`src/sv/argbfb_pkg.sv`:
```
package argbfb_pkg;

    localparam int unsigned ArgbW = 32;
    localparam int unsigned CoordW = 16;
    localparam int unsigned FmtW = 9;
    localparam int unsigned ModeW = 2;
    localparam int unsigned LineW = 16;
    localparam int unsigned ScreenW = 12;
    localparam int unsigned OffsW = 28;
    localparam int unsigned WordW = 32;
    localparam int unsigned ChanW = 8;
    localparam int unsigned NumChan = 4;
    localparam int unsigned CfgIdxW = 3;
    localparam int unsigned CfgDataW = 16;
    localparam int unsigned STdataW = 64;
    localparam int unsigned MTdataW = 64;
    localparam int unsigned MTuserW = 2;

    // Channel order inside the format array.
    localparam int unsigned ChRed = 0;
    localparam int unsigned ChGreen = 1;
    localparam int unsigned ChBlue = 2;
    localparam int unsigned ChAlpha = 3;

    typedef enum logic [CfgIdxW-1:0] {
        REG_RED_FORMAT     = 3'd0,
        REG_GREEN_FORMAT   = 3'd1,
        REG_BLUE_FORMAT    = 3'd2,
        REG_ALPHA_FORMAT   = 3'd3,
        REG_PIXEL_MODE     = 3'd4,
        REG_LINE_BYTES     = 3'd5,
        REG_SCREEN_WIDTH   = 3'd6,
        REG_SCREEN_HEIGHT  = 3'd7
    } cfg_reg_t;

    typedef enum logic [ModeW-1:0] {
        MODE_NONE   = 2'd0,
        MODE_16BPP  = 2'd1,
        MODE_32BPP  = 2'd2,
        MODE_RSVD   = 2'd3
    } pixel_mode_t;

    typedef struct packed {
        logic [ArgbW-1:0]  argb;
        logic [CoordW-1:0] dest_x;
        logic [CoordW-1:0] dest_y;
    } pix_in_t;

    // Load strobes for the three pipeline registers.
    typedef struct packed {
        logic ld1;
        logic ld2;
        logic ld3;
    } pipe_ctl_t;

    // Store decision at the second stage, handed to the pixel packer.
    typedef struct packed {
        logic ok;
        logic wide;
    } store_flags_t;

    typedef logic [FmtW-1:0] fmt_arr_t [NumChan];
    typedef logic [ChanW-1:0] chan_arr_t [NumChan];

    // Keeps the top len bits of a channel; lengths above eight keep all eight.
    function automatic logic [ChanW-1:0] chan_trim(input logic [ChanW-1:0] chan,
                                                   input logic [FmtW-1:0] fmt);
        logic [3:0] len;
        logic [3:0] sh;
        logic [ChanW-1:0] kept;
        len = fmt[8:5];
        if (len > 4'd8) begin
            len = 4'd8;
        end
        sh = 4'd8 - len;
        kept = chan >> sh;
        if (len == 4'd0) begin
            kept = '0;
        end
        return kept;
    endfunction

    function automatic logic [WordW-1:0] chan_place(input logic [ChanW-1:0] kept,
                                                    input logic [FmtW-1:0] fmt);
        logic [WordW+ChanW-1:0] wide;
        wide = {{WordW{1'b0}}, kept} << fmt[4:0];
        return wide[WordW-1:0];
    endfunction

endpackage

```
`src/sv/argb_to_framebuffer_pixel_writer_core.sv`:
```
// Channel   Direction  Handshake         Contents
// s_axis    in         tvalid/tready     argb, dest_x, dest_y
// m_axis    out        tvalid/tready     byte_offset, pixel_word; flags in tuser
// cfg       in         cfg_wr_en         register index and value, no read-back
//
// One item per cycle sustained while m_tready is high; an item passes the clip
// stage, the row multiply stage and the offset add, each with its own register.
// An input skid register keeps s_tready free of any path from m_tready.
// Reset clears the valid bits and all configuration registers to zero.
// A stall holds every full stage; empty stages keep filling behind it.
module argb_to_framebuffer_pixel_writer_core (
    input  logic                                aclk,
    input  logic                                aresetn,
    input  logic                                s_tvalid,
    output logic                                s_tready,
    // argb [31:0], dest_x [47:32], dest_y [63:48]
    input  logic [argbfb_pkg::STdataW-1:0]      s_tdata,
    output logic                                m_tvalid,
    input  logic                                m_tready,
    // byte_offset [27:0], pixel_word [59:28], zero [63:60]
    output logic [argbfb_pkg::MTdataW-1:0]      m_tdata,
    // write_enable [0], wide_store [1]
    output logic [argbfb_pkg::MTuserW-1:0]      m_tuser,
    input  logic                                cfg_wr_en,
    input  logic [argbfb_pkg::CfgIdxW-1:0]      cfg_index,
    input  logic [argbfb_pkg::CfgDataW-1:0]     cfg_data
);

    argbfb_pkg::pix_in_t  in_item;
    argbfb_pkg::pix_in_t  sk_item;
    logic                 sk_valid;
    logic                 rdy1;
    logic                 rdy2;
    logic                 rdy3;
    logic                 v1_reg;
    logic                 v2_reg;
    logic                 v3_reg;
    argbfb_pkg::pipe_ctl_t ctl;
    argbfb_pkg::store_flags_t flags2;
    argbfb_pkg::fmt_arr_t fmt;
    logic                 ok3;
    logic                 wide3;
    logic [argbfb_pkg::OffsW-1:0] offs3;
    logic [argbfb_pkg::WordW-1:0] word3;

    logic [argbfb_pkg::FmtW-1:0]    red_format_reg;
    logic [argbfb_pkg::FmtW-1:0]    green_format_reg;
    logic [argbfb_pkg::FmtW-1:0]    blue_format_reg;
    logic [argbfb_pkg::FmtW-1:0]    alpha_format_reg;
    logic [argbfb_pkg::ModeW-1:0]   pixel_mode_reg;
    logic [argbfb_pkg::LineW-1:0]   line_bytes_reg;
    logic [argbfb_pkg::ScreenW-1:0] screen_width_reg;
    logic [argbfb_pkg::ScreenW-1:0] screen_height_reg;

    always_ff @(posedge aclk) begin
        if (!aresetn) begin
            red_format_reg    <= '0;
            green_format_reg  <= '0;
            blue_format_reg   <= '0;
            alpha_format_reg  <= '0;
            pixel_mode_reg    <= '0;
            line_bytes_reg    <= '0;
            screen_width_reg  <= '0;
            screen_height_reg <= '0;
        end else if (cfg_wr_en) begin
            case (argbfb_pkg::cfg_reg_t'(cfg_index))
                argbfb_pkg::REG_RED_FORMAT: begin
                    red_format_reg <= cfg_data[argbfb_pkg::FmtW-1:0];
                end
                argbfb_pkg::REG_GREEN_FORMAT: begin
                    green_format_reg <= cfg_data[argbfb_pkg::FmtW-1:0];
                end
                argbfb_pkg::REG_BLUE_FORMAT: begin
                    blue_format_reg <= cfg_data[argbfb_pkg::FmtW-1:0];
                end
                argbfb_pkg::REG_ALPHA_FORMAT: begin
                    alpha_format_reg <= cfg_data[argbfb_pkg::FmtW-1:0];
                end
                argbfb_pkg::REG_PIXEL_MODE: begin
                    pixel_mode_reg <= cfg_data[argbfb_pkg::ModeW-1:0];
                end
                argbfb_pkg::REG_LINE_BYTES: begin
                    line_bytes_reg <= cfg_data[argbfb_pkg::LineW-1:0];
                end
                argbfb_pkg::REG_SCREEN_WIDTH: begin
                    screen_width_reg <= cfg_data[argbfb_pkg::ScreenW-1:0];
                end
                argbfb_pkg::REG_SCREEN_HEIGHT: begin
                    screen_height_reg <= cfg_data[argbfb_pkg::ScreenW-1:0];
                end
                default: begin
                end
            endcase
        end
    end

    assign fmt[argbfb_pkg::ChRed]   = red_format_reg;
    assign fmt[argbfb_pkg::ChGreen] = green_format_reg;
    assign fmt[argbfb_pkg::ChBlue]  = blue_format_reg;
    assign fmt[argbfb_pkg::ChAlpha] = alpha_format_reg;

    assign in_item.argb   = s_tdata[31:0];
    assign in_item.dest_x = s_tdata[47:32];
    assign in_item.dest_y = s_tdata[63:48];

    argbfb_skid u_skid (
        .aclk      (aclk),
        .aresetn   (aresetn),
        .in_valid  (s_tvalid),
        .in_ready  (s_tready),
        .in_data   (in_item),
        .out_valid (sk_valid),
        .out_ready (rdy1),
        .out_data  (sk_item)
    );

    // A stage takes new data whenever it is empty or its content moves on.
    assign rdy3 = !v3_reg || m_tready;
    assign rdy2 = !v2_reg || rdy3;
    assign rdy1 = !v1_reg || rdy2;

    assign ctl.ld1 = rdy1 && sk_valid;
    assign ctl.ld2 = rdy2 && v1_reg;
    assign ctl.ld3 = rdy3 && v2_reg;

    always_ff @(posedge aclk) begin
        if (!aresetn) begin
            v1_reg <= 1'b0;
            v2_reg <= 1'b0;
            v3_reg <= 1'b0;
        end else begin
            if (rdy1) begin
                v1_reg <= sk_valid;
            end
            if (rdy2) begin
                v2_reg <= v1_reg;
            end
            if (rdy3) begin
                v3_reg <= v2_reg;
            end
        end
    end

    argbfb_addr u_addr (
        .aclk          (aclk),
        .ctl           (ctl),
        .dest_x        (sk_item.dest_x),
        .dest_y        (sk_item.dest_y),
        .pixel_mode    (pixel_mode_reg),
        .line_bytes    (line_bytes_reg),
        .screen_width  (screen_width_reg),
        .screen_height (screen_height_reg),
        .flags2        (flags2),
        .ok3           (ok3),
        .wide3         (wide3),
        .offs3         (offs3)
    );

    argbfb_pack u_pack (
        .aclk   (aclk),
        .ctl    (ctl),
        .argb   (sk_item.argb),
        .fmt    (fmt),
        .flags2 (flags2),
        .word3  (word3)
    );

    assign m_tvalid = v3_reg;
    assign m_tdata  = {4'b0000, word3, offs3};
    assign m_tuser  = {wide3, ok3};

`ifndef SYNTHESIS
    // A skipped store carries no offset, no word and no width.
    assert property (@(posedge aclk) disable iff (!aresetn)
        m_tvalid && !m_tuser[0] |-> m_tdata == '0 && !m_tuser[1])
        else $error("skipped store carries nonzero fields");

    // A narrow store never has bits above the low half of the word.
    assert property (@(posedge aclk) disable iff (!aresetn)
        m_tvalid && m_tuser[0] && !m_tuser[1] |-> m_tdata[59:44] == '0)
        else $error("narrow store has upper word bits set");

    // The skid register only fills when the whole pipeline is backed up.
    assert property (@(posedge aclk) disable iff (!aresetn)
        !s_tready |-> v1_reg && v2_reg && v3_reg)
        else $error("input stalled with an empty pipeline stage");

    // A stalled output keeps its valid and its payload.
    assert property (@(posedge aclk) disable iff (!aresetn)
        m_tvalid && !m_tready |=> m_tvalid && $stable(m_tdata) && $stable(m_tuser))
        else $error("stalled result changed");
`endif

endmodule

```
`src/sv/argbfb_skid.sv`:
```
module argbfb_skid (
    input  logic                aclk,
    input  logic                aresetn,
    input  logic                in_valid,
    output logic                in_ready,
    input  argbfb_pkg::pix_in_t in_data,
    output logic                out_valid,
    input  logic                out_ready,
    output argbfb_pkg::pix_in_t out_data
);

    logic                full_reg;
    logic                full_next;
    argbfb_pkg::pix_in_t hold_reg;

    assign in_ready  = !full_reg;
    assign out_valid = full_reg || in_valid;
    assign out_data  = full_reg ? hold_reg : in_data;

    always_comb begin
        full_next = full_reg;
        if (!full_reg && in_valid && !out_ready) begin
            full_next = 1'b1;
        end else if (full_reg && out_ready) begin
            full_next = 1'b0;
        end
    end

    always_ff @(posedge aclk) begin
        if (!aresetn) begin
            full_reg <= 1'b0;
        end else begin
            full_reg <= full_next;
        end
    end

    always_ff @(posedge aclk) begin
        if (!full_reg && in_valid && !out_ready) begin
            hold_reg <= in_data;
        end
    end

endmodule

```
`src/sv/argbfb_addr.sv`:
```
module argbfb_addr (
    input  logic                                     aclk,
    input  argbfb_pkg::pipe_ctl_t                    ctl,
    input  logic [argbfb_pkg::CoordW-1:0]            dest_x,
    input  logic [argbfb_pkg::CoordW-1:0]            dest_y,
    input  logic [argbfb_pkg::ModeW-1:0]             pixel_mode,
    input  logic [argbfb_pkg::LineW-1:0]             line_bytes,
    input  logic [argbfb_pkg::ScreenW-1:0]           screen_width,
    input  logic [argbfb_pkg::ScreenW-1:0]           screen_height,
    output argbfb_pkg::store_flags_t                 flags2,
    output logic                                     ok3,
    output logic                                     wide3,
    output logic [argbfb_pkg::OffsW-1:0]             offs3
);

    localparam int unsigned SW = argbfb_pkg::ScreenW;
    localparam int unsigned OW = argbfb_pkg::OffsW;

    logic          on_screen;
    logic          supported;
    logic          ok1_reg;
    logic          wide1_reg;
    logic [SW-1:0] x1_reg;
    logic [SW-1:0] y1_reg;
    logic          ok2_reg;
    logic          wide2_reg;
    logic [SW-1:0] x2_reg;
    logic [OW-1:0] row2_reg;
    logic [OW-1:0] col_bytes;
    logic [OW-1:0] offs_sum;
    logic          ok3_reg;
    logic          wide3_reg;
    logic [OW-1:0] offs3_reg;

    // Negative coordinates fail on the sign bit; the rest compares unsigned.
    assign on_screen = !dest_x[argbfb_pkg::CoordW-1] && !dest_y[argbfb_pkg::CoordW-1]
                    && ({1'b0, dest_x[argbfb_pkg::CoordW-2:0]}
                        < {{(argbfb_pkg::CoordW-SW){1'b0}}, screen_width})
                    && ({1'b0, dest_y[argbfb_pkg::CoordW-2:0]}
                        < {{(argbfb_pkg::CoordW-SW){1'b0}}, screen_height});
    assign supported = (pixel_mode == argbfb_pkg::MODE_16BPP)
                    || (pixel_mode == argbfb_pkg::MODE_32BPP);

    always_ff @(posedge aclk) begin
        if (ctl.ld1) begin
            ok1_reg   <= on_screen && supported;
            wide1_reg <= (pixel_mode == argbfb_pkg::MODE_32BPP);
            x1_reg    <= dest_x[SW-1:0];
            y1_reg    <= dest_y[SW-1:0];
        end
    end

    // A visible row is below 4096, so the product fits the offset width.
    always_ff @(posedge aclk) begin
        if (ctl.ld2) begin
            ok2_reg   <= ok1_reg;
            wide2_reg <= wide1_reg;
            x2_reg    <= x1_reg;
            row2_reg  <= OW'(y1_reg * line_bytes);
        end
    end

    assign col_bytes = wide2_reg ? {{(OW-SW-2){1'b0}}, x2_reg, 2'b00}
                                 : {{(OW-SW-1){1'b0}}, x2_reg, 1'b0};
    assign offs_sum  = row2_reg + col_bytes;

    always_ff @(posedge aclk) begin
        if (ctl.ld3) begin
            ok3_reg   <= ok2_reg;
            wide3_reg <= ok2_reg && wide2_reg;
            offs3_reg <= ok2_reg ? offs_sum : '0;
        end
    end

    assign flags2.ok   = ok2_reg;
    assign flags2.wide = wide2_reg;
    assign ok3   = ok3_reg;
    assign wide3 = wide3_reg;
    assign offs3 = offs3_reg;

endmodule

```
`src/sv/argbfb_pack.sv`:
```
module argbfb_pack (
    input  logic                             aclk,
    input  argbfb_pkg::pipe_ctl_t            ctl,
    input  logic [argbfb_pkg::ArgbW-1:0]     argb,
    input  argbfb_pkg::fmt_arr_t             fmt,
    input  argbfb_pkg::store_flags_t         flags2,
    output logic [argbfb_pkg::WordW-1:0]     word3
);

    localparam int unsigned WW = argbfb_pkg::WordW;

    argbfb_pkg::chan_arr_t chan;
    argbfb_pkg::chan_arr_t kept1_reg;
    logic [WW-1:0]         placed;
    logic [WW-1:0]         word2_reg;
    logic [WW-1:0]         word_sel;
    logic [WW-1:0]         word3_reg;

    assign chan[argbfb_pkg::ChRed]   = argb[23:16];
    assign chan[argbfb_pkg::ChGreen] = argb[15:8];
    assign chan[argbfb_pkg::ChBlue]  = argb[7:0];
    assign chan[argbfb_pkg::ChAlpha] = argb[31:24];

    always_ff @(posedge aclk) begin
        if (ctl.ld1) begin
            for (int i = 0; i < argbfb_pkg::NumChan; i++) begin
                kept1_reg[i] <= argbfb_pkg::chan_trim(chan[i], fmt[i]);
            end
        end
    end

    always_comb begin
        placed = '0;
        for (int i = 0; i < argbfb_pkg::NumChan; i++) begin
            placed = placed | argbfb_pkg::chan_place(kept1_reg[i], fmt[i]);
        end
    end

    always_ff @(posedge aclk) begin
        if (ctl.ld2) begin
            word2_reg <= placed;
        end
    end

    always_comb begin
        word_sel = word2_reg;
        if (!flags2.wide) begin
            word_sel = {{(WW/2){1'b0}}, word2_reg[WW/2-1:0]};
        end
        if (!flags2.ok) begin
            word_sel = '0;
        end
    end

    always_ff @(posedge aclk) begin
        if (ctl.ld3) begin
            word3_reg <= word_sel;
        end
    end

    assign word3 = word3_reg;

endmodule

```
`config.mk`:
```
export PLATFORM = sky130hd
export DESIGN_NAME = argb_to_framebuffer_pixel_writer_core
export DESIGN_NICKNAME = d
export VERILOG_FILES = /design/src/sv/argbfb_pkg.sv /design/src/sv/argb_to_framebuffer_pixel_writer_core.sv /design/src/sv/argbfb_skid.sv /design/src/sv/argbfb_addr.sv /design/src/sv/argbfb_pack.sv
export SDC_FILE = /design/constraint.sdc
export NUM_CORES = 1
export LEC_CHECK = 0
export BUFFER_PORTS_ARGS = -buffer_cell sky130_fd_sc_hd__buf_2
export CORE_ASPECT_RATIO = 1.75
export CORE_MARGIN = 2
export CORE_UTILIZATION = 40
export CTS_CLUSTER_DIAMETER = 40
export DETAILED_ROUTE_END_ITERATION = 6
export PLACE_DENSITY = 0.6
export SYNTH_ARGS = -nofsm -noshare
export SYNTH_HDL_FRONTEND = slang
export SYNTH_SLANG_ARGS = --single-unit
```
`constraint.sdc`:
```
create_clock -name aclk -period 7.82 [get_ports aclk]
set_input_delay 0.391 -clock aclk [delete_from_list [all_inputs] [get_ports aclk]]
set_output_delay 0.391 -clock aclk [all_outputs]
set_load 0.005 [all_outputs]
```
### Word level (Yosys, flattened, before mapping)

Memory sizes are Yosys's and may differ from the RTL's.
Cells that the tools add are included.
Widths: inputs -> output; s select.

| storage, ports and cells | value |
|---|---|
| bits of input ports | 88 |
| memories | 1 |
| register bits after elaboration | 308 |
| bits in writable memories | 32 |
| logic and storage cells | 122 |

Memories:

| memory | depth | bits a word | read ports | clocked after memory_dff | wr ports | line | RTL |
|---|---|---|---|---|---|---|---|
| u_pack.kept1_reg | 4 | 8 | 4 | 0 | 4 | argbfb_pack.sv:13 | `argbfb_pkg::chan_arr_t kept1_reg;` |

| cells by class | value |
|---|---|
| bitwise operators | 3 |
| shift-type cells | 8 |
| order comparisons | 6 |
| multiply operators | 1 |
| equality and inequality tests | 9 |
| mux-type cells | 22 |
| reduce and logical (&&, ||, !) cells | 38 |
| add/subtract/negate cells | 5 |

Operators by type and width:

| cell | count |
|---|---|
| $shl 8x5->32 | 4 |
| $or 32x32->32 | 3 |
| $mux 64 | 1 |
| $mux 8 | 8 |
| $mux 4 | 8 |
| $shr 8x4->8 | 4 |
| $lt 15x12->1 | 2 |
| $add 28x28->28 | 1 |
| $mul 12x16->28 | 1 |
| $reduce_and 2->1 | 9 |
| $gt 4x4->1 const B | 4 |
| $logic_not 4->1 | 4 |
| $sub 4x4->4 const A | 4 |
| $mux 14 | 1 |
| $eq 3x3->1 const B | 4 |
| $logic_and 1x1->1 | 11 |
| $logic_not 1->1 | 7 |
| $eq 3x2->1 const B | 2 |
| $logic_or 1x1->1 | 5 |
| $mux 1 | 4 |
| $eq 3x1->1 const B | 1 |
| $logic_not 3->1 | 1 |
| $eq 2x1->1 const B | 1 |
| $eq 2x2->1 const B | 1 |
| $reduce_bool 2->1 | 1 |

### Depth between registers and ports, before layout

Gate-level depths: netlist of run 1.

| logic depth | value |
|---|---|
| word-level depth | 10 |
| gate-level depth with buffers | 19 |

### Hierarchy

Synthesis of run 1 repeated with hierarchy kept, for this count alone.

| second synthesis, totals | value |
|---|---|
| cell total of the unflattened synthesis | 2,274 |
| area, all modules | 23,917.9 um^2 |

Modules (own cells, without submodules):

| module | cells an instance | area an instance (um^2) | instances |
|---|---|---|---|
| argbfb_addr | 1,097 | 10,926.7 | 1 |
| argbfb_pack | 740 | 7,094.3 | 1 |
| argb_to_framebuffer_pixel_writer_core | 297 | 3,046.7 | 1 |
| argbfb_skid | 140 | 2,850.2 | 1 |

### Worst setup path before layout of run 1

Ideal clock, no wire load.

| timing | value |
|---|---|
| path kind | flip-flop to flip-flop |
| start | register v3_reg, in the netlist m_tvalid |
| end | register u_addr.ok2_reg (enable) |
| library setup time | 0.619 ns |
| arrival | 5.873 ns |
| clock period less this slack | 6.492 ns |
| stages on the path, launching flop included | 3 |
| data required time | 7.201 ns |
| setup slack | 1.328 ns |
| cells stage by stage | dfxtp_1 nor2b_1 a21boi_0 |

RTL lines:

| what | line | RTL |
|---|---|---|
| start: declaration | argb_to_framebuffer_pixel_writer_core.sv:37 | `logic v3_reg;` |
| start signal: assignment | argb_to_framebuffer_pixel_writer_core.sv:139 | `v3_reg <= v2_reg;` |
| end signal: assignment | argbfb_addr.sv:56 | `ok2_reg <= ok1_reg;` |
| end: declaration | argbfb_addr.sv:25 | `logic ok2_reg;` |

### Final worst setup path of run 1

| timing | value |
|---|---|
| start | register u_addr.y1_reg[3] |
| end | register u_addr.row2_reg[22] (data pin) |

| between the ends | value |
|---|---|
| word-level cells in the longest chain between the ends | 1 |

Ends and longest elaborated chain:

| what | line | RTL |
|---|---|---|
| start: declaration | argbfb_addr.sv:24 | `logic [SW-1:0] y1_reg;` |
| start signal: assignment | argbfb_addr.sv:49 | `y1_reg <= dest_y[SW-1:0];` |
| $mul 12x16->28 | argbfb_addr.sv:59 | `row2_reg <= OW'(y1_reg * line_bytes);` |
| end signal: assignment | argbfb_addr.sv:59 |  |
| end: declaration | argbfb_addr.sv:28 | `logic [OW-1:0] row2_reg;` |

Every way passes these cells.
A chain may end at the register's enable or synchronous reset.

==> flow_metrics.tcl, run 1 <==
set metrics [dict create \
    outcome "completed" \
    cts_tree "yes" \
    syn_inst 2280 \
    nets 2729 \
    crit_path_end_kind "flip-flop" \
    fin_area_um2 26700 \
    io_buffers 151 \
    fillers 5541 \
    grt_max_degree 83 \
    synth.most_common_cell "nand2_1" \
    synth_edf_count 258 \
    clockBufferDepth 3 \
    vias 17100 \
    place_congestion 0.943 \
    grt_pass1_vias 17800 \
    grt_antenna_before_repair 1 \
    h-tree-depth 2 \
    die_area_um2 61100 \
    syn_area_um2 23600 \
    setup_viol 0 \
    postSynthAreaPerCell_um2 10.4 \
    fin_crit_ps 5740 \
    drive_above_1_share 0.136 \
    async_reset_ff_frac 0 \
    cts_root_buf "clkbuf_16" \
    grt_pass1_wl_mm 101 \
    synth-seq-cells 340 \
    swShare 0.256 \
    clock-sinks 340 \
    drc_errors 0 \
    min_path_type "input port to flip-flop" \
    netlist_top_cells_area "edfxtp_1 33%, fa_1 12%, dfxtp_1 7.0%" \
    clockPowerShare 0.436 \
    worstPathArrival_ps 6030 \
    worst_slack_ps 2080 \
    ctsHoldBuffers 25 \
    pre_cts_slack_ps 2170 \
    crit_type "flip-flop to flip-flop" \
    vdd_drop_max_uv 193 \
    fp.dieH_um 325 \
    finalMaxSlewViolations 0 \
    first_pass_iters 6 \
    rsz0062_at_grt "no" \
    synth_top_area_frac 0.328 \
    cellPowerDensity_nw_per_um2 171 \
    placed_area_um2 25000 \
    wl_per_cell_um 19.8 \
    yosys_warnings 0 \
    dp.cells 3098 \
    p_int_w 0.00340 \
    place_hpwl_mm 49.7 \
    finalCritPeriodShare 0.734 \
    viasPerCell 5.35 \
    yosys.area.top_type "edfxtp_1" \
    worstMarginPinSlew_ps 1140 \
    critPathRequiredTime_ps 8110 \
    gr-total-overflow 0 \
    hold_ws_ps 24.7 \
    yosysSeqAreaShare 0.398 \
    slew_headroom 0.236 \
    finalSetupTns_ps 0 \
    largest_reg_flops 64 \
    start_kind "flip-flop" \
    drt-total-wl_mm 63.4 \
    syn2layout_area_growth_pct 12.9 \
    cts.repair.resized 0 \
    clock.fmax_mhz 174 \
    io_pins 156 \
    drt-initial-drc-count 917 \
    start_util 0.405 \
    cts_setup_buffers 0 \
    hold_violations 0 \
    diodes 0 \
    ys_types 74 \
    grt_use_total 0.209 \
    cts_buffers 42 \
    p_sw_w 0.00117 \
    synth_common_cells "372 x nand2_1, 258 x edfxtp_1, 216 x inv_1, 141 x fa_1, 106 x ha_1" \
    drtAntennaViolNets 0 \
    std_cell_rows 117 \
    seq_power_share 0.455 \
    final_cells 3201 \
    clock_skew_ps 25.1 \
    clock_latency_ps 570 \
    combPwrFrac 0.108 \
    clk_pin_slew_ps 60 \
    die_x_um 188 \
    leakagePower_nw 10.4 \
    maxCapViolations 0 \
    synthFlopType "edfxtp_1" \
    core_um2 58300 \
    cp_max_fo 16 \
]
==> cells in the final DEF, fill, tap and decap left out, types with 63 or more instances in the layout <==
cell	Yosys	final
ha_1	106	106
inv_1	216	216
nor2_1	90	90
edfxtp_1	258	258
nand2_1	372	372
mux2i_1	74	74
dfxtp_1	82	81
buf_2	21	151
fa_1	141	141
a21boi_0	86	85
a21oi_1	63	63
and2_1	94	94
==> layout make-up <==
| type | instances | area (um2) | area share |
|---|---|---|---|
| sequential | 340 | 9390 | 0.352 |
| clock buffer | 51 | 1130 | 0.0422 |
| tap | 773 | 967 | 0.0363 |
| timing repair buffer | 190 | 1110 | 0.0417 |
| inverter | 217 | 815 | 0.0306 |
| multi-input combinational | 1603 | 12900 | 0.485 |
| clock inverter | 27 | 320 | 0.0120 |
==> final timing paths <==
check	from	end	slack [ps]	depth (start not counted)
max reg2reg	u_addr.y1_reg[3]	u_addr.row2_reg[22]	2080	16
min reg2reg	u_addr.x1_reg[10]	u_addr.x2_reg[10]	420	0
max	u_addr.y1_reg[3]	u_addr.row2_reg[22]	2080	16
min	s_tdata[57]	u_skid.hold_reg[9]	20	1
==> power groups by stage <==
stage | clock network (W) | registers, W | logic (W)
floorplan | 0 | 0.00208 | 0.000347
global placement | 0 | 0.00211 | 0.000478
detailed placement | 0 | 0.00212 | 0.000487
CTS | 0.00205 | 0.00208 | 0.000498
global route | 0.00212 | 0.00209 | 0.000554
finish | 0.00199 | 0.00208 | 0.000495
==> cell families after synthesis <==
group,Yosys count,share of synthesized area
xor gates and xnor gates,25,0.00927
buffers and inverters,340,0.0571
and+or+nand+nor,766,0.153
other,1,0.000159
adders and majority gates,247,0.176
muxes,161,0.0878
DFF,340,0.398
AOI/OAI and AO/OA,400,0.119
==> per-stage QoR <==
stage	power, W	util
floorplan	0.00243	-
global placement	0.00259	0.428
detailed placement	0.00260	0.428
CTS	0.00463	0.458
global route	0.00477	0.458
finish	0.00457	0.458
==> critical path, cell delays in order (launching register included) <==
cell and delay (ps):
edfxtp_1 750, nand2_1 170, fa_1 540, fa_1 530, inv_1 60, fa_1 490, fa_1 490, inv_1 50
fa_1 470, inv_1 40, ha_1 350, a21oi_1 180, o21ai_0 230, a311o_1 380, a31oi_1 420, o21bai_1 160
xor2_1 160
==> per-layer routing <==
layer | vias to the layer above | track usage | part of all wire
met5 | - | 0 | 0.00025
met4 | 2 | 0.0810 | 0.037
met3 | 121 | 0.0281 | 0.042
met2 | 489 | 0.372 | 0.50
met1 | 8330 | 0.256 | 0.42
li1 | 8187 | - | -
Power figures use the tool's default switching activity.
==> run 2: changes to the inputs <==
==> constraint.sdc (replaced) <==
create_clock -name aclk -period 5.8 [get_ports aclk]
set_input_delay 0.29 -clock aclk [delete_from_list [all_inputs] [get_ports aclk]]
set_output_delay 0.29 -clock aclk [all_outputs]
set_load 0.005 [all_outputs]
==> flow_metrics.tcl, run 2 (same netlist as run 1, synthesis figures left out) <==
set metrics [dict create \
    wl_per_cell_um 19.4 \
    slowest_delay_ps 730 \
    start_kind "flip-flop" \
    crit_type "flip-flop to flip-flop" \
    clock_skew_ps 24.3 \
    grt_pass1_vias 17700 \
    rsz0062_at_grt "no" \
    drtAntennaViolNets 0 \
    cts_buffers 42 \
    clockBufferDepth 3 \
    cts.repair.resized 0 \
    finalSetupTns_ps 0 \
    start_util 0.405 \
    slowest_stage "edfxtp_1" \
    first_pass_iters 5 \
    die_x_um 188 \
    leakagePower_nw 10.6 \
    grt_use_total 0.207 \
    core_um2 58300 \
    cts_root_buf "clkbuf_16" \
    cp_max_fo 16 \
    drt-initial-drc-count 837 \
    drt-total-wl_mm 63.3 \
    path_common_cell "fa_1" \
    diodes 0 \
    fin_crit_ps 5490 \
    syn2layout_area_growth_pct 15.0 \
    final_cells 3257 \
    cts_tree "yes" \
    final_common_cell "nand2_1" \
    finalCritPeriodShare 0.946 \
    finalMaxSlewViolations 0 \
    critPathRequiredTime_ps 6110 \
    clk_pin_slew_ps 60 \
    place_hpwl_mm 49.0 \
    viasPerCell 5.39 \
    fin_total_pwr_w 0.00611 \
    drc_errors 0 \
    vdd_drop_max_uv 242 \
    place_congestion 0.910 \
    hold_violations 0 \
    crit_path_end_kind "flip-flop" \
    clock_latency_ps 580 \
    largest_reg_flops 64 \
    outcome "completed" \
    io_pins 156 \
    std_cell_rows 117 \
    vias 17600 \
    maxCapViolations 0 \
    path_cells "nand2_1 -> fa_1 -> fa_1 -> inv_1 -> fa_1 -> fa_1 -> inv_1 -> fa_1 -> inv_1 -> ha_1 -> a21oi_1 -> o21ai_0 -> a21o_1 -> a221oi_1 -> o21ai_0 -> xnor2_1" \
    drive_above_1_share 0.140 \
    final_cell_mix "372 x nand2_1, 258 x edfxtp_1, 216 x inv_1" \
    h-tree-depth 2 \
    cellPowerDensity_nw_per_um2 225 \
    fp.dieH_um 325 \
    dp.cells 3107 \
    worstPathArrival_ps 5790 \
    io_buffers 151 \
    min_path_type "input port to flip-flop" \
    gr-total-overflow 0 \
    grt_antenna_before_repair 0 \
    grt_pass1_wl_mm 100 \
    nets 2787 \
    clock.fmax_mhz 182 \
    die_area_um2 61100 \
    clock-sinks 340 \
    slew_headroom 0.254 \
    setup_viol 0 \
    worstMarginPinSlew_ps 1110 \
    grt_max_degree 83 \
]
run 2: cell count changes in the layout (fill, tap and decap cells not counted), moves of 2 or more:
cell and change:
clkinvlp_4 +4, dlygate4sd3_1 +44, clkinv_8 -2, clkinv_4 +4, clkinv_1 -3, clkbuf_1 -2, bufinv_16 -2, buf_4 +14
run 2: timing repair:
item,4_1_cts,5_1_grt
setup buffers,0,5
endpoints found under the hold margin,70,0
hold buffers,69,0
setup endpoints to repair,0,2
run 2: through the flow:
stage	area, um2	setup WS (ps)	util	hold slack [ps]
floorplan	23600	661	-	389
global placement	25000	472	0.430	401
CTS	27100	272	0.466	4.65
detailed placement	25000	301	0.430	405
global route	27200	0.625	0.466	30.2
finish	27200	315	0.466	28.3
run 2: layout make-up:
class	instances	area [um2]
well taps	773	967
clock buffers	49	1130
fillers	5453	31100
flip-flops and latches	340	9390
clock inverters	27	270
repair buffers	248	1660
inverters	217	815
multi-input cells	1603	12900
run 2: final timing paths:
kind	startpoint	endpoint	slack [ps]	depth (start not counted)
setup / recovery	u_addr.y1_reg[5]	u_addr.row2_reg[27]	310	16
hold / removal	cfg_data[9]	line_bytes_reg[9]	30	3
setup reg to reg	u_addr.y1_reg[5]	u_addr.row2_reg[27]	310	16
hold reg to reg	u_addr.x1_reg[10]	u_addr.x2_reg[10]	420	0
run 2: layer usage:
layer | GRT usage | wire (um) | up-vias
met1 | 0.258 | 26800 | 8623
met2 | 0.367 | 31700 | 516
met5 | 0 | 0 | -
met4 | 0.0794 | 2370 | 0
met3 | 0.0245 | 2480 | 119
li1 | - | - | 8307
run 2: report_power, final:
| group | leakage [nW] | internal (W) | switching, W |
|---|---|---|---|
| Clock | 0.669 | 0.00152 | 0.00109 |
| Sequential | 3.11 | 0.00271 | 0.0000856 |
| Combinational | 6.79 | 0.000295 | 0.000412 |
run 2: critical path, delay by kind of cell (launching register included):
kind | cells | cell delay [ps]
buf+inv | 3 | 150
simple gates | 1 | 160
xor+xnor | 1 | 150
compound gates | 5 | 1160
flops | 1 | 730
fa+ha+maj | 6 | 2870
